--- src/rtl/srtf_pkg.sv ---
// ----------------------------------------------------------------------------
// srtf_pkg
// shared types and constants for the shortest-remaining-time-first scheduler
// ----------------------------------------------------------------------------
package srtf_pkg;

    localparam int MAX_JOBS_DEF = 16;

    localparam logic [15:0] TIME_MAX = 16'hFFFF;

    localparam logic [1:0] KIND_LOAD    = 2'd0;
    localparam logic [1:0] KIND_TICK    = 2'd1;
    localparam logic [1:0] KIND_RESTART = 2'd2;

    typedef struct packed {
        logic [1:0]  kind;
        logic [3:0]  slot;
        logic [7:0]  process_id;
        logic [15:0] arrival_time;
        logic [11:0] burst_time;
    } cmd_t;

    typedef struct packed {
        logic [15:0] time_now;
        logic        running_valid;
        logic [7:0]  running_pid;
        logic        new_segment;
        logic        finished;
        logic [15:0] finish_time;
        logic [15:0] turnaround;
        logic [15:0] waiting;
        logic        all_done;
    } rpt_t;

    typedef struct packed {
        logic [7:0]  id;
        logic [15:0] arrival;
        logic [11:0] burst;
    } entry_t;

    typedef enum logic [2:0] {
        ST_IDLE,
        ST_RESTART,
        ST_SCAN,
        ST_RUN,
        ST_TAT,
        ST_WAIT,
        ST_OUT
    } state_t;

endpackage

--- src/rtl/srtf_table.sv ---
// ----------------------------------------------------------------------------
// srtf_table
// job slot storage: id, arrival and burst memory plus remaining-time memory
// ----------------------------------------------------------------------------
module srtf_table #(
    parameter int MAX_JOBS = srtf_pkg::MAX_JOBS_DEF,
    localparam int IDX_W = (MAX_JOBS > 1) ? $clog2(MAX_JOBS) : 1
) (
    input  logic                 clk,
    input  logic                 rst_n,
    input  logic                 ld_en,
    input  logic [IDX_W-1:0]     ld_addr,
    input  srtf_pkg::entry_t     ld_entry,
    input  logic                 rem_we,
    input  logic [IDX_W-1:0]     rem_addr,
    input  logic [11:0]          rem_data,
    input  logic [IDX_W-1:0]     rd_addr,
    output srtf_pkg::entry_t     rd_entry,
    output logic [11:0]          rd_rem
);

    srtf_pkg::entry_t  entry_mem [MAX_JOBS];
    logic [11:0]       rem_mem   [MAX_JOBS];
    logic [MAX_JOBS-1:0] rem_vld_reg;
    logic [11:0]       rem_q_reg;
    logic              rem_vld_q_reg;

    always_ff @(posedge clk)
    begin
        if (ld_en)
        begin
            entry_mem[ld_addr] <= ld_entry;
        end
        if (rem_we)
        begin
            rem_mem[rem_addr] <= rem_data;
        end
        rd_entry  <= entry_mem[rd_addr];
        rem_q_reg <= rem_mem[rd_addr];
    end

    // remaining store resets to zero through per-entry valid bits
    always_ff @(posedge clk or negedge rst_n)
    begin
        if (!rst_n)
        begin
            rem_vld_reg   <= '0;
            rem_vld_q_reg <= 1'b0;
        end
        else
        begin
            if (rem_we)
            begin
                rem_vld_reg[rem_addr] <= 1'b1;
            end
            rem_vld_q_reg <= rem_vld_reg[rd_addr];
        end
    end

    assign rd_rem = rem_vld_q_reg ? rem_q_reg : 12'd0;

endmodule

--- src/rtl/srtf_scheduler.sv ---
// ----------------------------------------------------------------------------
// srtf_scheduler
// preemptive shortest-remaining-time-first scheduler over a table of job slots
// ----------------------------------------------------------------------------
//  channel  | signals                      | role
//  ---------+------------------------------+---------------------------------
//  cmd      | cmd_valid, cmd_stall, cmd    | load, tick and restart items in
//  rpt      | rpt_valid, rpt_stall, rpt    | one report item out per tick
//  cfg      | cfg_wr_en, cfg_wr_data       | process count register write
//
//  load writes its slot on acceptance. restart copies one slot per cycle over
//  every slot. a tick scans the active slots through the single compare unit
//  and the one table read port, runs the pick, then reports turnaround/wait.
//  rst_n clears time, completion count, last slot and remaining times.
//  a report waiting under rpt_stall holds only the final hand-off of a tick.
// ----------------------------------------------------------------------------
module srtf_scheduler #(
    parameter int MAX_JOBS = srtf_pkg::MAX_JOBS_DEF
) (
    input  logic             clk,
    input  logic             rst_n,
    input  logic             cmd_valid,
    output logic             cmd_stall,
    input  srtf_pkg::cmd_t   cmd,
    output logic             rpt_valid,
    input  logic             rpt_stall,
    output srtf_pkg::rpt_t   rpt,
    input  logic             cfg_wr_en,
    input  logic [4:0]       cfg_wr_data
);

    localparam int IDX_W = (MAX_JOBS > 1) ? $clog2(MAX_JOBS) : 1;
    localparam int CNT_W = $clog2(MAX_JOBS + 1);
    localparam int CW    = (CNT_W > 5) ? CNT_W : 5;

    srtf_pkg::state_t  state_reg, state_next;
    logic [4:0]        pc_reg;
    logic [15:0]       time_reg, time_next;
    logic [CNT_W-1:0]  done_cnt_reg, done_cnt_next;
    logic              last_valid_reg, last_valid_next;
    logic [IDX_W-1:0]  last_slot_reg, last_slot_next;
    logic [CNT_W-1:0]  idx_reg, idx_next;
    logic              pend_reg, pend_next;
    logic [IDX_W-1:0]  pend_idx_reg, pend_idx_next;
    logic              found_reg, found_next;
    logic [IDX_W-1:0]  best_idx_reg, best_idx_next;
    logic [11:0]       best_rem_reg, best_rem_next;
    srtf_pkg::entry_t  best_reg, best_next;
    srtf_pkg::rpt_t    res_reg, res_next;
    srtf_pkg::rpt_t    rpt_reg, rpt_next;
    logic              rpt_valid_reg, rpt_valid_next;

    logic              accept;
    logic [CNT_W-1:0]  active_n;
    logic [CNT_W-1:0]  scan_lim;
    logic              issue;
    logic              ld_en;
    logic              rem_we;
    logic [IDX_W-1:0]  rem_addr;
    logic [11:0]       rem_data;
    srtf_pkg::entry_t  rd_entry;
    logic [11:0]       rd_rem;
    srtf_pkg::entry_t  ld_entry;
    logic [15:0]       time_inc;

    assign accept    = cmd_valid && !cmd_stall;
    assign cmd_stall = (state_reg != srtf_pkg::ST_IDLE);
    assign rpt_valid = rpt_valid_reg;
    assign rpt       = rpt_reg;

    assign active_n = (CW'(pc_reg) > CW'(MAX_JOBS)) ? CNT_W'(MAX_JOBS) : CNT_W'(pc_reg);
    assign scan_lim = (state_reg == srtf_pkg::ST_SCAN) ? active_n : CNT_W'(MAX_JOBS);
    assign issue    = ((state_reg == srtf_pkg::ST_SCAN) || (state_reg == srtf_pkg::ST_RESTART))
                      && (idx_reg < scan_lim);
    assign time_inc = (time_reg < srtf_pkg::TIME_MAX) ? time_reg + 16'd1 : time_reg;

    assign ld_en = accept && (cmd.kind == srtf_pkg::KIND_LOAD) && (32'(cmd.slot) < MAX_JOBS);
    assign ld_entry.id      = cmd.process_id;
    assign ld_entry.arrival = cmd.arrival_time;
    assign ld_entry.burst   = cmd.burst_time;

    always_comb
    begin
        rem_we   = 1'b0;
        rem_addr = pend_idx_reg;
        rem_data = rd_entry.burst;
        if ((state_reg == srtf_pkg::ST_RESTART) && pend_reg)
        begin
            rem_we = 1'b1;
        end
        else if ((state_reg == srtf_pkg::ST_RUN) && found_reg)
        begin
            rem_we   = 1'b1;
            rem_addr = best_idx_reg;
            rem_data = best_rem_reg - 12'd1;
        end
    end

    srtf_table #(
        .MAX_JOBS (MAX_JOBS)
    ) u_table (
        .clk      (clk),
        .rst_n    (rst_n),
        .ld_en    (ld_en),
        .ld_addr  (IDX_W'(cmd.slot)),
        .ld_entry (ld_entry),
        .rem_we   (rem_we),
        .rem_addr (rem_addr),
        .rem_data (rem_data),
        .rd_addr  (idx_reg[IDX_W-1:0]),
        .rd_entry (rd_entry),
        .rd_rem   (rd_rem)
    );

    // next state
    always_comb
    begin
        state_next = state_reg;
        unique case (state_reg)
            srtf_pkg::ST_IDLE:
            begin
                if (accept && (cmd.kind == srtf_pkg::KIND_TICK))
                begin
                    state_next = srtf_pkg::ST_SCAN;
                end
                else if (accept && (cmd.kind == srtf_pkg::KIND_RESTART))
                begin
                    state_next = srtf_pkg::ST_RESTART;
                end
            end
            srtf_pkg::ST_RESTART:
            begin
                if (!issue && !pend_reg)
                begin
                    state_next = srtf_pkg::ST_IDLE;
                end
            end
            srtf_pkg::ST_SCAN:
            begin
                if (!issue && !pend_reg)
                begin
                    state_next = srtf_pkg::ST_RUN;
                end
            end
            srtf_pkg::ST_RUN:  state_next = srtf_pkg::ST_TAT;
            srtf_pkg::ST_TAT:  state_next = srtf_pkg::ST_WAIT;
            srtf_pkg::ST_WAIT: state_next = srtf_pkg::ST_OUT;
            srtf_pkg::ST_OUT:
            begin
                if (!rpt_valid_reg || !rpt_stall)
                begin
                    state_next = srtf_pkg::ST_IDLE;
                end
            end
            default: state_next = srtf_pkg::ST_IDLE;
        endcase
    end

    // datapath
    always_comb
    begin
        time_next       = time_reg;
        done_cnt_next   = done_cnt_reg;
        last_valid_next = last_valid_reg;
        last_slot_next  = last_slot_reg;
        idx_next        = idx_reg;
        pend_next       = 1'b0;
        pend_idx_next   = idx_reg[IDX_W-1:0];
        found_next      = found_reg;
        best_idx_next   = best_idx_reg;
        best_rem_next   = best_rem_reg;
        best_next       = best_reg;
        res_next        = res_reg;
        rpt_next        = rpt_reg;
        rpt_valid_next  = rpt_valid_reg && rpt_stall;

        unique case (state_reg)
            srtf_pkg::ST_IDLE:
            begin
                idx_next   = '0;
                found_next = 1'b0;
                if (accept && (cmd.kind == srtf_pkg::KIND_RESTART))
                begin
                    time_next       = 16'd0;
                    done_cnt_next   = '0;
                    last_valid_next = 1'b0;
                    last_slot_next  = '0;
                end
            end
            srtf_pkg::ST_RESTART,
            srtf_pkg::ST_SCAN:
            begin
                pend_next = issue;
                if (issue)
                begin
                    idx_next = idx_reg + CNT_W'(1);
                end
                // compare unit on the entry read last cycle
                if ((state_reg == srtf_pkg::ST_SCAN) && pend_reg
                    && (rd_entry.arrival <= time_reg) && (rd_rem != 12'd0)
                    && (!found_reg || (rd_rem < best_rem_reg)))
                begin
                    found_next    = 1'b1;
                    best_idx_next = pend_idx_reg;
                    best_rem_next = rd_rem;
                    best_next     = rd_entry;
                end
            end
            srtf_pkg::ST_RUN:
            begin
                time_next = time_inc;
                res_next  = '0;
                res_next.time_now = time_reg;
                if (found_reg)
                begin
                    res_next.running_valid = 1'b1;
                    res_next.running_pid   = best_reg.id;
                    res_next.new_segment   = !last_valid_reg || (last_slot_reg != best_idx_reg);
                    last_valid_next        = 1'b1;
                    last_slot_next         = best_idx_reg;
                    if (best_rem_reg == 12'd1)
                    begin
                        res_next.finished    = 1'b1;
                        res_next.finish_time = time_inc;
                        done_cnt_next        = done_cnt_reg + CNT_W'(1);
                    end
                end
            end
            srtf_pkg::ST_TAT:
            begin
                res_next.all_done = (done_cnt_reg >= active_n);
                if (res_reg.finished && (res_reg.finish_time >= best_reg.arrival))
                begin
                    res_next.turnaround = res_reg.finish_time - best_reg.arrival;
                end
            end
            srtf_pkg::ST_WAIT:
            begin
                if (res_reg.finished && (res_reg.turnaround >= 16'(best_reg.burst)))
                begin
                    res_next.waiting = res_reg.turnaround - 16'(best_reg.burst);
                end
            end
            srtf_pkg::ST_OUT:
            begin
                if (!rpt_valid_reg || !rpt_stall)
                begin
                    rpt_next       = res_reg;
                    rpt_valid_next = 1'b1;
                end
            end
            default:
            begin
                pend_next = 1'b0;
            end
        endcase
    end

    always_ff @(posedge clk or negedge rst_n)
    begin
        if (!rst_n)
        begin
            state_reg      <= srtf_pkg::ST_IDLE;
            pc_reg         <= 5'd1;
            time_reg       <= 16'd0;
            done_cnt_reg   <= '0;
            last_valid_reg <= 1'b0;
            last_slot_reg  <= '0;
            idx_reg        <= '0;
            pend_reg       <= 1'b0;
            found_reg      <= 1'b0;
            rpt_valid_reg  <= 1'b0;
        end
        else
        begin
            state_reg      <= state_next;
            if (cfg_wr_en)
            begin
                pc_reg <= cfg_wr_data;
            end
            time_reg       <= time_next;
            done_cnt_reg   <= done_cnt_next;
            last_valid_reg <= last_valid_next;
            last_slot_reg  <= last_slot_next;
            idx_reg        <= idx_next;
            pend_reg       <= pend_next;
            found_reg      <= found_next;
            rpt_valid_reg  <= rpt_valid_next;
        end
    end

    always_ff @(posedge clk)
    begin
        pend_idx_reg <= pend_idx_next;
        best_idx_reg <= best_idx_next;
        best_rem_reg <= best_rem_next;
        best_reg     <= best_next;
        res_reg      <= res_next;
        rpt_reg      <= rpt_next;
    end

endmodule
--- config.mk ---
export PLATFORM = sky130hd
export DESIGN_NAME = srtf_scheduler
export DESIGN_NICKNAME = d
export VERILOG_FILES = /design/src/rtl/srtf_pkg.sv /design/src/rtl/srtf_table.sv /design/src/rtl/srtf_scheduler.sv
export SDC_FILE = /design/constraint.sdc
export NUM_CORES = 1
export LEC_CHECK = 0
export BUFFER_PORTS_ARGS = -buffer_cell sky130_fd_sc_hd__buf_2
export CAP_MARGIN = 5
export CORE_MARGIN = 3
export CORE_UTILIZATION = 60
export CTS_CLUSTER_SIZE = 16
export DETAILED_ROUTE_END_ITERATION = 12
export PLACE_DENSITY = 0.87
export SLEW_MARGIN = 0
export SYNTH_ARGS = -nofsm -noshare
export SYNTH_HDL_FRONTEND = slang
export SYNTH_HIERARCHICAL = 1
export SYNTH_SLANG_ARGS = --single-unit
--- constraint.sdc ---
create_clock -name clk -period 8.15 [get_ports clk]
set_clock_uncertainty 0.2 [all_clocks]
set_input_delay 0.4075 -clock clk [delete_from_list [all_inputs] [get_ports clk]]
set_output_delay 0.4075 -clock clk [all_outputs]
set_load 0.02 [all_outputs]
== Word-level counts from Yosys, hierarchy flattened ==
Memories as Yosys holds them, arrays and structs flattened. A register that Yosys moved wholly into a read port is not among the register bits.
Index checks and enable logic that the tools add are counted.
Storage, ports and cells
  logic and storage cells: 174
  output and inout bits: 78
  memories: 2
  memory bits (writable): 768
  register bits: 267
  input bits: 52
Memories
  u_table.entry_mem: words 16, width 36, rd ports 1, clocked after Yosys merged registers in 1, wr ports 1, line srtf_table.sv:22  | srtf_pkg::entry_t entry_mem [MAX_JOBS];
  u_table.rem_mem: words 16, width 12, rd ports 1, clocked after Yosys merged registers in 1, wr ports 1, line srtf_table.sv:23  | logic [11:0] rem_mem [MAX_JOBS];
Cells by class
  reduce and logical (&&, ||, !) cells: 47
  $add $sub $neg: 6
  equal/unequal tests: 21
  bitwise operators: 1
  mux-type cells: 50
  $lt $le $gt $ge: 11
Operator list (number)
  16-bit case mux with 2 select lines: 3
  16-bit two-way mux: 4
  12-bit two-way mux: 3
  5-bit two-way mux: 6
  27-bit two-way mux: 1
  3-bit case mux with 7 select lines: 1
  5-bit case mux with 2 select lines: 2
  17-bit two-way mux: 1
  16-bit by 1-bit adder with 16-bit output (second input constant): 1
  16-bit by 12-bit >= comparator with 1-bit output: 1
  16-bit >= comparator: 1
  16-bit less-or-equal comparator: 1
  1-bit logical AND: 16
  16-bit less-than comparator (second input constant): 1
  4-bit two-way mux: 4
  16-bit OR: 1
  2-bit AND reduction: 8
  16-bit by 12-bit subtractor with 16-bit output: 1
  16-bit subtractor: 1
  3-bit two-way mux: 5
  1-bit two-way mux: 14
  2-bit != test (second input constant): 7
  12-bit by 1-bit == test with 1-bit output (second input constant): 1
  12-bit less-than comparator: 1
  29 further kinds: 51

== Longest topological paths before layout ==
  word-level depth: 9
  gate-level depth with buffers: 13

== Hierarchy ==
The synthesis kept the hierarchy.
By module, submodules not included
  srtf_table: cells an instance 1320, area each 30553.1 um^2, times used 1
  srtf_scheduler: cells an instance 935, area each 11626.2 um^2, times used 1

== Worst setup path before layout ==
OpenSTA, ideal clock, no wires.
  kind: register to register
  start: register state_reg[1]
  end: register rpt_reg, in the netlist rpt[0] (enable)
  setup time: 0.535 ns
  arrival: 4.547 ns
  cell stages (with the launch flop): 4
  path slack: 2.867 ns
  path through: dfrtp_1 -> clkbuf_1 -> nand3b_1 -> a21oi_1
Between the ends
  longest elaborated chain between the ends: 2
RTL lines
  start, declared: line srtf_scheduler.sv:36  | srtf_pkg::state_t state_reg, state_next;
  start signal, assigned: line srtf_scheduler.sv:263  | state_reg <= srtf_pkg::ST_IDLE;
  start signal, assigned: line srtf_scheduler.sv:276  | state_reg <= state_next;
  3-bit == test: line srtf_scheduler.sv:177  | unique case (state_reg)
  2-bit AND reduction (no source line)
  end signal, assigned: line srtf_scheduler.sv:299  | rpt_reg <= rpt_next;
  end, declared: line srtf_scheduler.sv:50  | srtf_pkg::rpt_t rpt_reg, rpt_next;
Every way passes these cells.
A chain may end at the register's enable or synchronous reset.

== Worst setup path after layout ==
  start: register state_reg[1]
  end: memory u_table.rem_mem[3][5] (enable)
RTL lines
  3-bit by 2-bit == test with 1-bit output: line srtf_scheduler.sv:91  | else if ((state_reg == srtf_pkg::ST_RUN) && found_reg)
  1-bit logical AND: line srtf_scheduler.sv:91
  4-bit two-way mux: line srtf_scheduler.sv:91
  4-bit two-way mux *: line srtf_scheduler.sv:87  | if ((state_reg == srtf_pkg::ST_RESTART) && pend_reg)
  net rem_addr[2]: line srtf_scheduler.sv:59  | logic [IDX_W-1:0] rem_addr;
  end, declared: line srtf_table.sv:23
Mark *: on every way through the listed nets, which the timed path passes. The rest lies on a longest branch.

==> summary.md <==
| Metric | Value |
|---|---|
| Outcome | `completed` |
| Most common flop cell mapped by yosys | `edfxtp_1` |
| Slew Limit Headroom | `0.156` |
| Buffers added on ports | `between 100 and 150` |
| Top reg by flops | `u_table/entry_mem` |
| Slew @ Worst Pin | `approximately 1.3 ns` |
| WL/cell | `between 20 and 30 um` |
| Routability Congestion | `between 0.9 and 1` |
| WHS | `0.125 ns` |
| Max-cap violations | `0` |
| CTS H-tree lvls | `3` |
| Design area | `between 0.04 and 0.05 mm^2` |
| Yosys cell types | `75` |
| Share of layout cells above drive strength 1 | `0.232` |
| Ys Warns | `6` |
| Die X | `271 um` |
| Final period utilization | `0.541` |
| Top cell type's share of synthesized area | `0.692` |
| Vias in the first global route | `23,900` |
| Vias | `23,400` |
| P&R area growth vs syn | `13.9%` |
| Crit path max fanout | `29` |
| Worst EP arrival | `~4.5 ns` |
| VDD IR max | `290 uV` |
| Post-DP Area | `around 0.044 mm^2` |
| CTS tree | `built` |
| Cell taking the most area after synthesis | `edfxtp_1` |
| Core footprint | `0.0691 mm^2` |
| Root Driver | `clkbuf_16` |
| Async S/R FF share, synth | `0.0545` |
| # placed instances | `3,269` |
| Nets@finish | `between 2,000 and 3,000` |
| Post-CTS setup buffers | `0` |
| Row count | `96` |
| Die Height | `271 um` |
| PD cells | `316 mW/mm^2` |
| Die area | `0.0735 mm^2` |
| Mean Syn Cell Area | `18.7 um^2` |
| Max reg flops | `576` |
| Largest net degree at the start of global routing | `156` |
| Sequential element share of the synthesized area | `0.752` |
| Regs by FF count | `u_table/entry_mem x576, u_table/rem_mem x192` |
| Non-Filler Instances | `roughly 3,500` |
| Hpwl dp | `around 56,000 um` |
| Initial DRC Count | `between 3,000 and 4,000` |
| Final Max Tran Viols | `0` |
| Critical path startpoint category | `register` |
| Initial Util | `0.611` |
| Syn Nets | `2,378` |
| GRT Total Usage | `0.284` |
| Syn Std Cell Area | `0.0422 mm^2` |
| Synth Instances | `2,255` |
| CTS buffer count | `102` |
| Critical path's slowest cell | `nor2_1` |
| Setup Viol. Count Final | `0` |
| TritonRoute pass-1 iters | `6` |
| Crit-path max cell delay | `0.97 ns` |
| Synth area leaders | `edfxtp_1 (69%), mux4_2 (10%), dfrtp_1 (3.4%), dfxtp_1 (2.5%), ha_1 (2.0%)` |
| Antenna violations before repair | `9` |
| Seq cells post-synth | `1,083` |
| Global route total overflow | `0` |
| Tmin final | `4.41 ns` |
| Hold Crit Class | `input port to register` |
| ANT nets after route | `0` |
| Most used cell, CP | `nand2_1` |
| IO Count | `130` |
| Worst-path cell chain | `nand2_1 -> or2_2 -> inv_2 -> nand2_1 -> nand2_1 -> nand2_1 -> or3b_2 -> nor2_1` |
| Critical path type | `register to register` |
| Required time worst endpoint | `8.20 ns` |
| Max Fclk | `0.227 GHz` |
| Fin Setup TNS | `0 ns` |
| RSZ-0062 raised after global routing | `false` |
| Global-route wire length before repair | `155,000 um` |
| CP Capture Type | `register` |
| Vias per cell | `~6.7` |
| CTS sink cnt | `~1,100` |
| Post-synth EDFFs | `972` |
| CTS clk-pin slew, worst paths | `~0.070 ns` |
| # DRC | `0` |
| Clock latency on the worst-skew pair | `0.69 ns` |
| Lkg Pwr | `roughly 0.016 uW` |
| Final WL | `104,000 um` |
| Layout filler cell count | `around 3,800` |
| CTS Buffer Depth | `3` |
| Final Hold Viols | `0` |
==> per-stage QoR <==
| step | utilization | total power (uW) | setup slack [ns] |
|---|---|---|---|
| 2_1_floorplan | - | 9210 | 2.87 |
| 6_report | 0.695 | 15200 | 3.74 |
| 3_5_place_dp | 0.638 | 10200 | 3.92 |
| 3_3_place_gp | 0.638 | 10000 | 4.10 |
| 4_1_cts | 0.695 | 15100 | 3.76 |
| 5_1_grt | 0.695 | 15600 | 3.58 |
==> report_power, final <==
part / switching, uW / internal [uW]
logic: 1870 / 1330
clock network: 2120 / 2770
registers: 391 / 6680
==> synth_stat cells, drive strengths merged, types with 3 or more instances <==
master / number
nor4: 6
o21ai: 48
dfrtp: 58
mux4: 196
mux2: 5
and3: 12
o21a: 9
or3b: 3
nor3b: 4
or3: 8
ha: 69
o21bai: 3
a311oi: 3
dfxtp: 52
and2: 27
nor2: 98
nand4: 18
nand2b: 11
clkbuf: 44
mux2i: 9
nor3: 31
nand2: 135
o211ai: 4
a21o: 11
xnor2: 36
a22o: 5
o22ai: 3
nand3b: 10
inv: 69
buf: 44
a22oi: 98
edfxtp: 972
nor2b: 11
xor2: 10
a211oi: 9
a21oi: 44
or2: 20
nand3: 28
a31oi: 7
==> cell type report <==
| cell class | count | area (um^2) | share of cell area |
|---|---|---|---|
| multi-input cells | 1014 | 9910 | 0.206 |
| clock inverters | 60 | 708 | 0.0147 |
| diodes | 4 | 10.0 | 0.000208 |
| well taps | 931 | 1160 | 0.0243 |
| repair buffers | 221 | 1490 | 0.0310 |
| flip-flops and latches | 1083 | 31700 | 0.660 |
| inverters | 70 | 264 | 0.00550 |
| clock buffers | 133 | 2760 | 0.0575 |
==> metal layers <==
metal  track usage  routed length [um]  vias up
li1              -                   -     9452
met1         0.372               36300    11800
met2         0.468               52000     1784
met3        0.0592               10900      356
met4         0.123                4700        4
met5             0                  26        -
==> path summary, 6_finish.rpt <==
check / from / cells past startpoint / endpoint / slack [ns]
min reg2reg: res_reg[5]$_SDFFCE_PN0P_ / 0 / rpt[5]$_DFFE_PP_ / 0.22
min: cmd[36] / 2 / u_table/entry_mem[8][9]$_DFFE_PP_ / 0.12
max in group asynchronous: rst_n / 3 / idx_reg[0]$_DFFE_PN0P_ / 6.69
min in group asynchronous: rst_n / 3 / time_reg[9]$_DFFE_PN0P_ / 0.28
max: state_reg[1]$_DFFE_PN0P_ / 8 / u_table/rem_mem[3][5]$_DFFE_PP_ / 3.74
max reg2reg: state_reg[1]$_DFFE_PN0P_ / 8 / u_table/rem_mem[3][5]$_DFFE_PP_ / 3.74
==> critical path, delay by kind of cell (launching register included) <==
kind / cells / cell delay [ns]
AND/OR/NAND/NOR: 7 / 2.99
flip-flops: 1 / 0.64
buffers and inverters: 1 / 0.13
==> cells in the final DEF (no fill, tap or decap), types with 20 or more instances in the layout <==
cell and count:
clkbuf_1 24, o21ai_0 47, a21oi_1 42, dfrtp_1 56, buf_4 40, clkbuf_16 104, nand3_1 28, xnor2_1 36
buf_2 129, dlygate4sd3_1 49, edfxtp_1 972, and2_1 26, ha_1 69, nor3_1 20, a22oi_1 98, nand2_1 135
dfxtp_1 52, mux4_2 196, inv_1 68, nor2_1 83
==> kinds of logic (layout without fill, tap and decap cells) <==
| kind of cell | after synthesis | in the layout | share of synthesized area |
|---|---|---|---|
| fa+ha+maj | 71 | 71 | 0.0214 |
| xor+xnor | 46 | 46 | 0.00955 |
| buf+inv | 158 | 484 | 0.0171 |
| other cells | 0 | 4 | 0 |
| compound gates | 261 | 261 | 0.0424 |
| simple gates | 426 | 426 | 0.0496 |
| mux | 210 | 210 | 0.108 |
| flops | 1083 | 1083 | 0.752 |
==> repair_timing <==
item                                   4_1_cts  5_1_grt
endpoints found under the hold margin      653        0
gates resized for setup                      0        0
hold buffers                                49        0
(Power assumes the default switching activity.)
